<file path="src/rtl/core/b64_pkg.sv">
// Shared types, constants and symbol lookup for the Base64 stream decoder.
`default_nettype none

package b64_pkg;

  localparam int unsigned CharW    = 8;
  localparam int unsigned ByteW    = 8;
  localparam int unsigned BcW      = 24;
  localparam int unsigned AccW     = 24;
  localparam int unsigned MaxRes   = 4;
  localparam int unsigned ResCntW  = 3;

  localparam logic [CharW-1:0] ChUpA  = 8'h41;  // 'A'
  localparam logic [CharW-1:0] ChUpZ  = 8'h5A;  // 'Z'
  localparam logic [CharW-1:0] ChLoA  = 8'h61;  // 'a'
  localparam logic [CharW-1:0] ChLoZ  = 8'h7A;  // 'z'
  localparam logic [CharW-1:0] ChDig0 = 8'h30;  // '0'
  localparam logic [CharW-1:0] ChDig9 = 8'h39;  // '9'
  localparam logic [CharW-1:0] ChPlus = 8'h2B;  // '+'
  localparam logic [CharW-1:0] ChSlsh = 8'h2F;  // '/'
  localparam logic [CharW-1:0] ChPad  = 8'h3D;  // '='

  localparam logic [5:0] LowerBase = 6'd26;
  localparam logic [5:0] DigitBase = 6'd52;
  localparam logic [5:0] PlusVal   = 6'd62;
  localparam logic [5:0] SlashVal  = 6'd63;

  typedef enum logic [2:0] {
    StData     = 3'd0,
    StDone     = 3'd1,
    StBadSym   = 3'd2,
    StTrunc    = 3'd3,
    StOverflow = 3'd4
  } b64_status_e;

  typedef struct packed {
    logic [CharW-1:0] char_code;
    logic             is_last;
  } b64_in_t;

  typedef struct packed {
    logic [ByteW-1:0] data_byte;
    b64_status_e      status;
    logic [BcW-1:0]   byte_count;
    logic             end_of_run;
  } b64_out_t;

  // results produced by one character, in delivery order
  typedef struct packed {
    logic [ResCntW-1:0]      num;
    b64_out_t [MaxRes-1:0]   ent;
  } b64_bundle_t;

  typedef struct packed {
    logic       ok;
    logic       pad;
    logic [5:0] val;
  } b64_sym_t;

  function automatic b64_sym_t b64_lookup(logic [CharW-1:0] c);
    b64_sym_t s;
    logic [CharW-1:0] d;
    s = '0;
    d = '0;
    if (c >= ChUpA && c <= ChUpZ) begin
      d = c - ChUpA;
      s.ok = 1'b1;
      s.val = d[5:0];
    end else if (c >= ChLoA && c <= ChLoZ) begin
      d = c - ChLoA;
      s.ok = 1'b1;
      s.val = d[5:0] + LowerBase;
    end else if (c >= ChDig0 && c <= ChDig9) begin
      d = c - ChDig0;
      s.ok = 1'b1;
      s.val = d[5:0] + DigitBase;
    end else if (c == ChPlus) begin
      s.ok = 1'b1;
      s.val = PlusVal;
    end else if (c == ChSlsh) begin
      s.ok = 1'b1;
      s.val = SlashVal;
    end else if (c == ChPad) begin
      s.ok = 1'b1;
      s.pad = 1'b1;
    end
    return s;
  endfunction

endpackage

`default_nettype wire

</file>
<file path="src/rtl/core/b64_group.sv">
// Group state and per-character result computation.
`default_nettype none

module b64_group import b64_pkg::*; #(
  parameter int unsigned CntW = 24
) (
  input  logic           clk_i,
  input  logic           rst_ni,
  input  logic [BcW-1:0] max_bytes_i,
  input  b64_in_t        item_i,
  input  logic           advance_i,
  output b64_bundle_t    bundle_o
);

  localparam int unsigned CmpW = CntW + 1 + BcW;

  logic [AccW-1:0] acc_q, acc_d;
  logic [1:0]      pos_q, pos_d;
  logic [1:0]      ph_q, ph_d;
  logic [CntW-1:0] total_q, total_d;
  logic            disc_q, disc_d;

  b64_sym_t        sym;
  logic [AccW-1:0] acc_new;
  logic [1:0]      ph_new;
  logic [1:0]      cnt;
  logic [CntW:0]   sum;
  logic            over;
  logic [CntW-1:0] run;
  logic [ByteW-1:0] bytes [3];

  assign sym    = b64_lookup(item_i.char_code);
  assign ph_new = {ph_q[0], sym.pad};
  assign bytes[0] = acc_new[23:16];
  assign bytes[1] = acc_new[15:8];
  assign bytes[2] = acc_new[7:0];

  always_comb begin
    case (pos_q)
      2'd0:    acc_new = acc_q | {sym.val, 18'd0};
      2'd1:    acc_new = acc_q | {6'd0, sym.val, 12'd0};
      2'd2:    acc_new = acc_q | {12'd0, sym.val, 6'd0};
      default: acc_new = acc_q | {18'd0, sym.val};
    endcase
  end

  always_comb begin
    cnt = 2'd3;
    if (item_i.is_last && ph_new[0]) begin
      cnt = ph_new[1] ? 2'd1 : 2'd2;
    end
    sum  = {1'b0, total_q} + (CntW+1)'(cnt);
    // carry out means the counter itself would wrap
    over = sum[CntW] || (CmpW'(sum) > CmpW'(max_bytes_i));
  end

  always_comb begin
    acc_d    = acc_q;
    pos_d    = pos_q;
    ph_d     = ph_q;
    total_d  = total_q;
    disc_d   = disc_q;
    bundle_o = '0;
    run      = total_q;

    if (disc_q) begin
      if (item_i.is_last) begin
        disc_d = 1'b0;
      end
    end else if (!sym.ok) begin
      bundle_o.num              = ResCntW'(1);
      bundle_o.ent[0].status     = StBadSym;
      bundle_o.ent[0].byte_count = BcW'(total_q);
      bundle_o.ent[0].end_of_run = 1'b1;
      acc_d   = '0;
      pos_d   = '0;
      ph_d    = '0;
      total_d = '0;
      disc_d  = !item_i.is_last;
    end else if (pos_q != 2'd3) begin
      acc_d = acc_new;
      ph_d  = ph_new;
      pos_d = pos_q + 2'd1;
      if (item_i.is_last) begin
        bundle_o.num              = ResCntW'(1);
        bundle_o.ent[0].status     = StTrunc;
        bundle_o.ent[0].byte_count = BcW'(total_q);
        bundle_o.ent[0].end_of_run = 1'b1;
        acc_d   = '0;
        pos_d   = '0;
        ph_d    = '0;
        total_d = '0;
      end
    end else if (over) begin
      // nothing of the group goes out
      bundle_o.num              = ResCntW'(1);
      bundle_o.ent[0].status     = StOverflow;
      bundle_o.ent[0].byte_count = BcW'(total_q);
      bundle_o.ent[0].end_of_run = 1'b1;
      acc_d   = '0;
      pos_d   = '0;
      ph_d    = '0;
      total_d = '0;
      disc_d  = !item_i.is_last;
    end else begin
      for (int i = 0; i < 3; i++) begin
        if (2'(i) < cnt) begin
          run = run + CntW'(1);
          bundle_o.ent[i].data_byte  = bytes[i];
          bundle_o.ent[i].status     = StData;
          bundle_o.ent[i].byte_count = BcW'(run);
          bundle_o.ent[i].end_of_run = !item_i.is_last && (2'(i + 1) == cnt);
        end
      end
      acc_d   = '0;
      pos_d   = '0;
      ph_d    = '0;
      total_d = sum[CntW-1:0];
      if (item_i.is_last) begin
        bundle_o.ent[cnt].status     = StDone;
        bundle_o.ent[cnt].byte_count = BcW'(sum[CntW-1:0]);
        bundle_o.ent[cnt].end_of_run = 1'b1;
        bundle_o.num = ResCntW'(cnt) + ResCntW'(1);
        total_d = '0;
      end else begin
        bundle_o.num = ResCntW'(cnt);
      end
    end
  end

  always_ff @(posedge clk_i or negedge rst_ni) begin
    if (!rst_ni) begin
      acc_q   <= '0;
      pos_q   <= '0;
      ph_q    <= '0;
      total_q <= '0;
      disc_q  <= 1'b0;
    end else if (advance_i) begin
      acc_q   <= acc_d;
      pos_q   <= pos_d;
      ph_q    <= ph_d;
      total_q <= total_d;
      disc_q  <= disc_d;
    end
  end

endmodule

`default_nettype wire

</file>
<file path="src/rtl/core/b64_obuf.sv">
// Result buffer: holds one character's results and hands them out one per cycle while out_stall_i is low.
`default_nettype none

module b64_obuf import b64_pkg::*; (
  input  logic        clk_i,
  input  logic        rst_ni,
  input  logic        load_i,
  input  b64_bundle_t bundle_i,
  output logic        free_o,
  output logic        out_valid_o,
  input  logic        out_stall_i,
  output b64_out_t    out_data_o
);

  logic [ResCntW-1:0] rem_q, rem_d;
  logic [1:0]         head_q, head_d;
  b64_out_t [MaxRes-1:0] ent_q;
  logic               take;

  assign out_valid_o = (rem_q != '0);
  assign take        = out_valid_o && !out_stall_i;
  assign free_o      = (rem_q == '0) || ((rem_q == ResCntW'(1)) && take);
  assign out_data_o  = ent_q[head_q];

  always_comb begin
    rem_d  = rem_q;
    head_d = head_q;
    if (load_i) begin
      rem_d  = bundle_i.num;
      head_d = '0;
    end else if (take) begin
      rem_d  = rem_q - ResCntW'(1);
      head_d = head_q + 2'd1;
    end
  end

  always_ff @(posedge clk_i or negedge rst_ni) begin
    if (!rst_ni) begin
      rem_q  <= '0;
      head_q <= '0;
    end else begin
      rem_q  <= rem_d;
      head_q <= head_d;
    end
  end

  always_ff @(posedge clk_i) begin
    if (load_i) begin
      ent_q <= bundle_i.ent;
    end
  end

endmodule

`default_nettype wire

</file>
<file path="src/rtl/core/base64_stream_decoder_top.sv">
// Top level of the Base64 stream decoder.
//
//  channel | direction | handshake              | payload
//  --------+-----------+------------------------+-------------------------------
//  in      | to block  | in_valid_i / in_stall_o | b64_in_t  (char_code, is_last)
//  out     | from blk  | out_valid_o/out_stall_i | b64_out_t (byte, status, count,
//          |           |                         |            end_of_run)
//  cfg     | to block  | cfg_valid_i/cfg_ready_o | max_output_bytes, 24 bits
//
// A character is registered on acceptance and decoded from that register; its
// results are loaded into the result buffer when it advances, and the first of
// them shows on the port from that buffer.
// One character per cycle is taken while the results fit the output port: a
// character with no result never waits, one with results waits until the
// four-entry result buffer has handed out its last entry, one per cycle while out_stall_i is low.
// A full group thus gives 3 or 4 results, all handed out through the single result port.
// Reset clears all decoding state and sets the byte limit to its maximum.
// A stall on the output backs up into in_stall_o in the same cycle.
`default_nettype none

module base64_stream_decoder_top import b64_pkg::*; #(
  parameter int unsigned COUNT_WIDTH = 24
) (
  input  logic           clk_i,
  input  logic           rst_ni,
  input  logic           in_valid_i,
  output logic           in_stall_o,
  input  b64_in_t        in_data_i,
  output logic           out_valid_o,
  input  logic           out_stall_i,
  output b64_out_t       out_data_o,
  input  logic           cfg_valid_i,
  output logic           cfg_ready_o,
  input  logic [BcW-1:0] cfg_data_i
);

  logic [BcW-1:0] max_q;
  logic           in_vld_q;
  b64_in_t        in_q;
  logic           in_take;
  logic           advance;
  logic           buf_free;
  b64_bundle_t    bundle;

  // register is always writable; writes must only come while idle, which the block does not enforce
  assign cfg_ready_o = 1'b1;

  always_ff @(posedge clk_i or negedge rst_ni) begin
    if (!rst_ni) begin
      max_q <= '1;
    end else if (cfg_valid_i) begin
      max_q <= cfg_data_i;
    end
  end

  // characters with no results move on even while the buffer drains
  assign advance    = in_vld_q && ((bundle.num == '0) || buf_free);
  assign in_stall_o = in_vld_q && !advance;
  assign in_take    = in_valid_i && !in_stall_o;

  always_ff @(posedge clk_i or negedge rst_ni) begin
    if (!rst_ni) begin
      in_vld_q <= 1'b0;
    end else if (in_take) begin
      in_vld_q <= 1'b1;
    end else if (advance) begin
      in_vld_q <= 1'b0;
    end
  end

  always_ff @(posedge clk_i) begin
    if (in_take) begin
      in_q <= in_data_i;
    end
  end

  b64_group #(
    .CntW(COUNT_WIDTH)
  ) u_group (
    .clk_i      (clk_i),
    .rst_ni     (rst_ni),
    .max_bytes_i(max_q),
    .item_i     (in_q),
    .advance_i  (advance),
    .bundle_o   (bundle)
  );

  b64_obuf u_obuf (
    .clk_i      (clk_i),
    .rst_ni     (rst_ni),
    .load_i     (advance && (bundle.num != '0)),
    .bundle_i   (bundle),
    .free_o     (buf_free),
    .out_valid_o(out_valid_o),
    .out_stall_i(out_stall_i),
    .out_data_o (out_data_o)
  );

endmodule

`default_nettype wire

</file>
<file path="config.mk">
export PLATFORM = sky130hd
export DESIGN_NAME = base64_stream_decoder_top
export DESIGN_NICKNAME = d
export VERILOG_FILES = /design/src/rtl/core/b64_pkg.sv /design/src/rtl/core/b64_group.sv /design/src/rtl/core/b64_obuf.sv /design/src/rtl/core/base64_stream_decoder_top.sv
export SDC_FILE = /design/constraint.sdc
export NUM_CORES = 1
export LEC_CHECK = 0
export BUFFER_PORTS_ARGS = -buffer_cell sky130_fd_sc_hd__buf_2
export CORE_ASPECT_RATIO = 1.75
export CORE_MARGIN = 2
export CORE_UTILIZATION = 34
export DETAILED_ROUTE_END_ITERATION = 10
export SETUP_SLACK_MARGIN = 0.02
export SLEW_MARGIN = 20
export SYNTH_ARGS = -nofsm -noshare
export SYNTH_HDL_FRONTEND = slang
export SYNTH_SLANG_ARGS = --single-unit
export TNS_END_PERCENT = 30
</file>
<file path="constraint.sdc">
create_clock -name clk_i -period 7.8 [get_ports clk_i]
set_input_delay 0.78 -clock clk_i [delete_from_list [all_inputs] [get_ports clk_i]]
set_output_delay 0.78 -clock clk_i [all_outputs]
set_load 0.05 [all_outputs]
</file>
==> flow_metrics.tcl, run 1 <==
set metrics [dict create \
    status "completed" \
    leakagePower_nw 5.75 \
    io_pins 77 \
    power.internal_mw 2.48 \
    worst_setup_path_start_kind "flop" \
    drive_gt1_share_pct 15.2 \
    synthFlopType "edfxtp_1" \
    ys_seq_area_share_pct 46.3 \
    ys_top_cells_by_area "edfxtp_1, dfrtp_1, dfstp_2" \
    p_sw_share_pct 38.3 \
    fin_area_mm2 0.0151 \
    combPwrFrac_pct 33.2 \
    ir_drop_mv 0.170 \
    max_stage_delay_ns 0.71 \
    required_ns 8.11 \
    final_hold_viol_count 0 \
    finalWorstSetupSlack_ns 0.953 \
    overflow 0 \
    first_pass_iters 7 \
    fin_cells 1920 \
    synth_area_mm2 0.0134 \
    die_w_um 154 \
    ys_async_sr_fraction_pct 37.3 \
    clockBufferDepth 3 \
    fin_crit_sh_pct 87.8 \
    diodes 0 \
    setup_tns_ns 0 \
    setup_viol 0 \
    power_density_mw_per_mm2 266 \
    core_area_mm2 0.0392 \
    routed_wl_um 43200 \
    avgViaCountPerCell 5.61 \
    placed_area_mm2 0.0143 \
    worst_slew_pin_slew_ns 0.979 \
    syn_inst 1377 \
    initial_core_util_pct 34.3 \
    yosys-top-cells-count "nand2_1, nor2_1, edfxtp_1" \
    crit_path_max_fanout 37 \
    grt_pass1_wl_um 65200 \
    cts_max_level 1 \
    area_growth_pct 12.2 \
    place_inst 1880 \
    power_frac_seq_pct 37.9 \
    ys.warnings.count 0 \
    ys_seq_elements 220 \
    fin_hold_ws_ns 0.104 \
    synthDistinctLibCells 76 \
    grt_pass1_vias 11000 \
    netlist.area_leader.share_pct 30.8 \
    clock_sinks 220 \
    die_y_um 267 \
    antenna_found_initial 0 \
    cp-end-kind "flop" \
    slew_headroom_pct 34.3 \
    arrival_ns 7.15 \
    yosysMostFrequentCell "nand2_1" \
    synth_edf_count 138 \
    die_area_mm2 0.0412 \
    cp_top_family "simple AND/OR/NAND/NOR gates" \
    cp.buffers_inverters 3 \
    nets 1499 \
    io_buffers 75 \
    syn_avg_cell_area_um2 9.76 \
    rows 96 \
    antenna_left 0 \
    finalMaxSlewViolations 0 \
    clkTransAtPathRegs_ns 0.08 \
    clk_latency_ns 0.55 \
    vias 10800 \
    place_hpwl_um 32100 \
    fmax_mhz 146 \
    cts_tree "built" \
    crit_chain "inv_1 > ha_1 > nor2b_1 > nand4_1 > ha_1 > a21o_1 > nand2_1 > nor2_1 > nand4_1 > nor2_1 > nand3_1 > xor2_1 > inv_1 > ha_1 > nand3_1 > nor3_1 > mux2i_1 > and2_0 > or3_2 > buf_4 > nor2_1 > a211o_1" \
    cts-root-buf "clkbuf_16" \
    syn_nets 1462 \
    grt_max_degree 91 \
    place.gp.congestion 0.991 \
    drt_iter0_drc 618 \
    dp_slack_ns 1.04 \
    cp_slowest_cell "or3_2" \
    clockPowerShare_pct 28.9 \
    grt_usage_pct 21.0 \
    p_switching_mw 1.54 \
    power_mw 4.02 \
    route.detailed.drc 0 \
    wl_per_cell_um 22.5 \
    cts_buffers 22 \
    crit_type "reg2reg" \
    drv_cap 0 \
    yosysTopAreaCell "edfxtp_1" \
    cts.hold.buffers_added 0 \
    fin_worst_skew_ns 0.0257 \
    rsz0062_at_grt "no" \
    hp-class "in2async" \
    post-route-util_pct 38.5 \
    post_cts_buffers 0 \
    post_cts_resized 0 \
    fin_crit_ns 6.85 \
]
## power by group through the flow
stage	Sequential [mW]	Combinational (mW)	Clock (mW)
global placement	1.54	1.32	0
finish	1.52	1.33	1.16
detailed placement	1.55	1.34	0
CTS	1.52	1.34	1.19
floorplan	1.49	1.02	0
global route	1.54	1.43	1.23
## cells in the final DEF (no fill, tap or decap), types with 7 or more instances in the layout
cell type    n
a21o_1      12
a21oi_1     75
a22o_1      13
a22oi_1     18
a31oi_1      8
and2_1      23
and3_1       7
buf_2       74
buf_4       28
clkbuf_16   22
dfrtp_1     57
dfstp_2     24
edfxtp_1   138
ha_1        46
inv_1       67
mux2i_1     11
mux4_2      26
nand2_1    149
nand2b_1    16
nand3_1     45
nand4_1     21
nor2_1     147
nor2b_1     15
nor3_1      22
nor4_1      13
o211ai_1    10
o21a_1       7
o21ai_0     81
o22ai_1     20
o2bb2ai_1   12
or2_2        7
xnor2_1     62
xor2_1      42
## routing by layer
layer	wire length (µm)	vias to the layer above	global-route usage (%)
li1	-	5003	-
met1	13600	5273	19.2
met2	24100	363	41.7
met3	1820	139	2.49
met4	3640	0	15.5
met5	0	-	0
## cells by family after synthesis
| kind of cell | Yosys count | synth area share (%) |
|---|---|---|
| buffers and inverters | 160 | 4.63 |
| and+or+nand+nor | 512 | 18.4 |
| adders and majority gates | 47 | 4.43 |
| AOI/OAI and AO/OA | 294 | 14.1 |
| DFF | 220 | 46.3 |
| other | 1 | 0.0279 |
| xor gates and xnor gates | 104 | 6.78 |
| muxes | 39 | 5.34 |
## worst register-to-register path, cell delays in order (launching register included)
cell	delay, ns
edfxtp_1	0.57
inv_1	0.16
ha_1	0.29
nor2b_1	0.26
nand4_1	0.26
ha_1	0.37
a21o_1	0.15
nand2_1	0.19
nor2_1	0.34
nand4_1	0.35
nor2_1	0.30
nand3_1	0.12
xor2_1	0.45
inv_1	0.10
ha_1	0.31
nand3_1	0.11
nor3_1	0.26
mux2i_1	0.27
and2_0	0.40
or3_2	0.72
buf_4	0.35
nor2_1	0.07
a211o_1	0.23
## registers in the layout, summed over array words and instances (netlist names)
signal and cells:
u_group.total_q 24, u_group.disc_q 1, u_group.acc_q 24, in_q 9, u_group.ph_q 1, in_vld_q 1
max_q 24, u_group.pos_q 2, u_obuf.rem_q 3, u_obuf.ent_q 129, u_obuf.head_q 2
## cell type report
cell class                      count  area (µm²)
Timing Repair Buffer              103         592
Inverter                           70         265
Clock inverter                     13         190
Fill cell                        3890       24100
Tap cell                          490         613
Multi-Input combinational cell    997        6610
Sequential cell                   220        6230
Clock buffer                       27         579
## final timing paths
path,slack (ns),from,cells past startpoint,end
max in group asynchronous,6.44,rst_ni,2,u_obuf.head_q[0]$_DFFE_PN0P_
min reg2reg,0.49,u_group.acc_q[16]$_DFFE_PN0P_,2,u_group.acc_q[16]$_DFFE_PN0P_
max reg2reg,0.95,in_q[3]$_DFFE_PP_,22,u_obuf.ent_q[10]$_SDFFCE_PP0P_
max,0.95,in_q[3]$_DFFE_PP_,22,u_obuf.ent_q[10]$_SDFFCE_PP0P_
min,0.10,rst_ni,1,u_group.acc_q[18]$_DFFE_PN0P_
min in group clk_i,0.41,in_data_i[2],1,in_q[2]$_DFFE_PP_
Power figures use the tool's default switching activity.
==> run 2, diff against run 1 <==
Clock period 7.8 ns to 6.4 ns, I/O delays scaled along.
==> flow_metrics.tcl, run 2 (same netlist as run 1, synthesis figures left out) <==
set metrics [dict create \
    fillers 3873 \
    crit_type "reg2reg" \
    hp-class "in2reg" \
    drv_cap 0 \
    fin_worst_skew_ns 0.0140 \
    fmax_mhz 170 \
    whs_path_depth 1 \
    power_frac_seq_pct 37.5 \
    min_from "in_data_i[6]" \
    cts_max_level 1 \
    slew_headroom_pct 36.1 \
    regArea_mm2 0.00623 \
    reg2reg_to "u_obuf.ent_q[10]$_SDFFCE_PP0P_" \
    drive_gt1_share_pct 16.9 \
    area_growth_pct 14.1 \
    hold_end "in_q[6]$_DFFE_PP_" \
    dp_slack_ns 0.315 \
    post_cts_resized 0 \
    clkTransAtPathRegs_ns 0.07 \
    cts_tree "built" \
    combPwrFrac_pct 33.1 \
    worst_r2r_path_depth 25 \
    place.gp.congestion 0.926 \
    place_hpwl_um 31900 \
    grt_max_degree 65 \
    multi_input_area_mm2 0.00662 \
    ir_drop_mv 0.225 \
    io_pins 77 \
    power_density_mw_per_mm2 323 \
    status "completed" \
    first_pass_iters 5 \
    r2r_start "in_q[4]$_DFFE_PP_" \
    cts.hold.buffers_added 1 \
    power.internal_mw 3.06 \
    clock_sinks 220 \
    regMostFlops "u_obuf.ent_q" \
    mostFrequentLayoutCell "nand2_1" \
    rows 96 \
    overflow 0 \
    io_buffers 75 \
    initial_core_util_pct 34.3 \
    fin_cells 1948 \
    avgViaCountPerCell 5.55 \
    power_mw 4.96 \
    p_sw_share_pct 38.2 \
    fin_hold_ws_ns 0.282 \
    diodes 0 \
    worst_slew_pin_slew_ns 0.932 \
    wl_per_cell_um 21.9 \
    grt_pass1_vias 11200 \
    fin_area_mm2 0.0153 \
    die_area_mm2 0.0412 \
    core_area_mm2 0.0392 \
    leakagePower_nw 5.90 \
    fin_crit_sh_pct 92.1 \
    clockBufferDepth 3 \
    arrival_ns 6.19 \
    drt_iter0_drc 639 \
    setup_viol 0 \
    placed_area_mm2 0.0145 \
    nets 1526 \
    fin_crit_ns 5.90 \
    antenna_found_initial 0 \
    finalMaxSlewViolations 0 \
    vias 10800 \
    clk_latency_ns 0.54 \
    post-route-util_pct 39.2 \
    worst_setup_path_start_kind "flop" \
    cts-root-buf "clkbuf_16" \
    p_switching_mw 1.89 \
    cts_buffers 23 \
    setup_tns_ns 0 \
    finalWorstSetupSlack_ns 0.503 \
    clockPowerShare_pct 29.4 \
    post_cts_buffers 0 \
    route.detailed.drc 0 \
    required_ns 6.69 \
    crit_path_max_fanout 19 \
    grt_pass1_wl_um 64500 \
    antenna_left 0 \
    routed_wl_um 42700 \
    place_inst 1905 \
    final_hold_viol_count 0 \
    grt_usage_pct 20.7 \
    die_y_um 267 \
    layout_common_cells "nand2_1, nor2_1, edfxtp_1" \
    largest_register_ffs 129 \
    ff2ff_setup_slack_ns 0.50 \
    die_w_um 154 \
    cp-end-kind "flop" \
    rsz0062_at_grt "no" \
]
## run 2: changes by cell type in the layout (fill, tap and decap cells not counted), sizes merged
cell and delta:
dlygate4sd3 +1, clkbuf -1, buf +25, inv +3
## run 2: worst max path at each step
| stage | from | end | slack [ns] | cells past startpoint |
|---|---|---|---|---|
| after floorplan | in_q[3]$_DFFE_PP_ | u_obuf.ent_q[29]$_SDFFCE_PP0P_ | 0.44 | 29 |
| after global placement | in_q[4]$_DFFE_PP_ | u_obuf.ent_q[4]$_SDFFCE_PP0P_ | 0.40 | 25 |
| after detailed placement | in_q[4]$_DFFE_PP_ | u_obuf.ent_q[2]$_SDFFCE_PP0P_ | 0.32 | 25 |
| after CTS | in_q[6]$_DFFE_PP_ | u_obuf.ent_q[2]$_SDFFCE_PP0P_ | 0.30 | 24 |
| after global routing | in_q[4]$_DFFE_PP_ | u_obuf.ent_q[10]$_SDFFCE_PP0P_ | 0.03 | 25 |
| final | in_q[4]$_DFFE_PP_ | u_obuf.ent_q[10]$_SDFFCE_PP0P_ | 0.50 | 25 |
## run 2: power by group through the flow
stage,logic (mW),clock network (mW),registers (mW)
2_1_floorplan,1.25,0,1.80
3_3_place_gp,1.62,0,1.88
3_5_place_dp,1.63,0,1.89
4_1_cts,1.64,1.48,1.86
5_1_grt,1.77,1.53,1.88
6_report,1.64,1.46,1.86
## run 2: metal layers
| layer | GRT usage (%) | share of wire [%] | vias to the layer above |
|---|---|---|---|
| met2 | 40.8 | 55 | 355 |
| li1 | - | - | 5059 |
| met5 | 0 | 0 | - |
| met3 | 2.46 | 3.8 | 163 |
| met4 | 16.0 | 9.4 | 0 |
| met1 | 19.0 | 32 | 5241 |
## run 2: cell type report
class                      instances  share of cell area (%)
clock buffer                      26                    3.89
clock inverter                    16                    1.41
inverter                          70                    1.73
multi-input combinational        997                    43.2
sequential                       220                    40.6
tap                              490                    4.00
timing repair buffer             129                    5.20
## run 2: worst max-delay path, stage by stage, from the launching register on
cell and delay [ns]:
edfxtp_1 0.51, ha_1 0.29, nor2b_1 0.19, nand4_1 0.13, or2_2 0.15, ha_1 0.16, inv_1 0.06, fa_1 0.38
nor2_1 0.20, and3_1 0.25, and3_1 0.32, nand2_1 0.15, and2_1 0.20, nor2_1 0.16, inv_1 0.10, ha_1 0.30
a21oi_1 0.06, o22ai_1 0.11, nor2_1 0.06, o21a_1 0.18, mux2i_1 0.16, and2_0 0.43, or3_1 0.41, buf_4 0.34
nor2_1 0.08, a211o_1 0.27
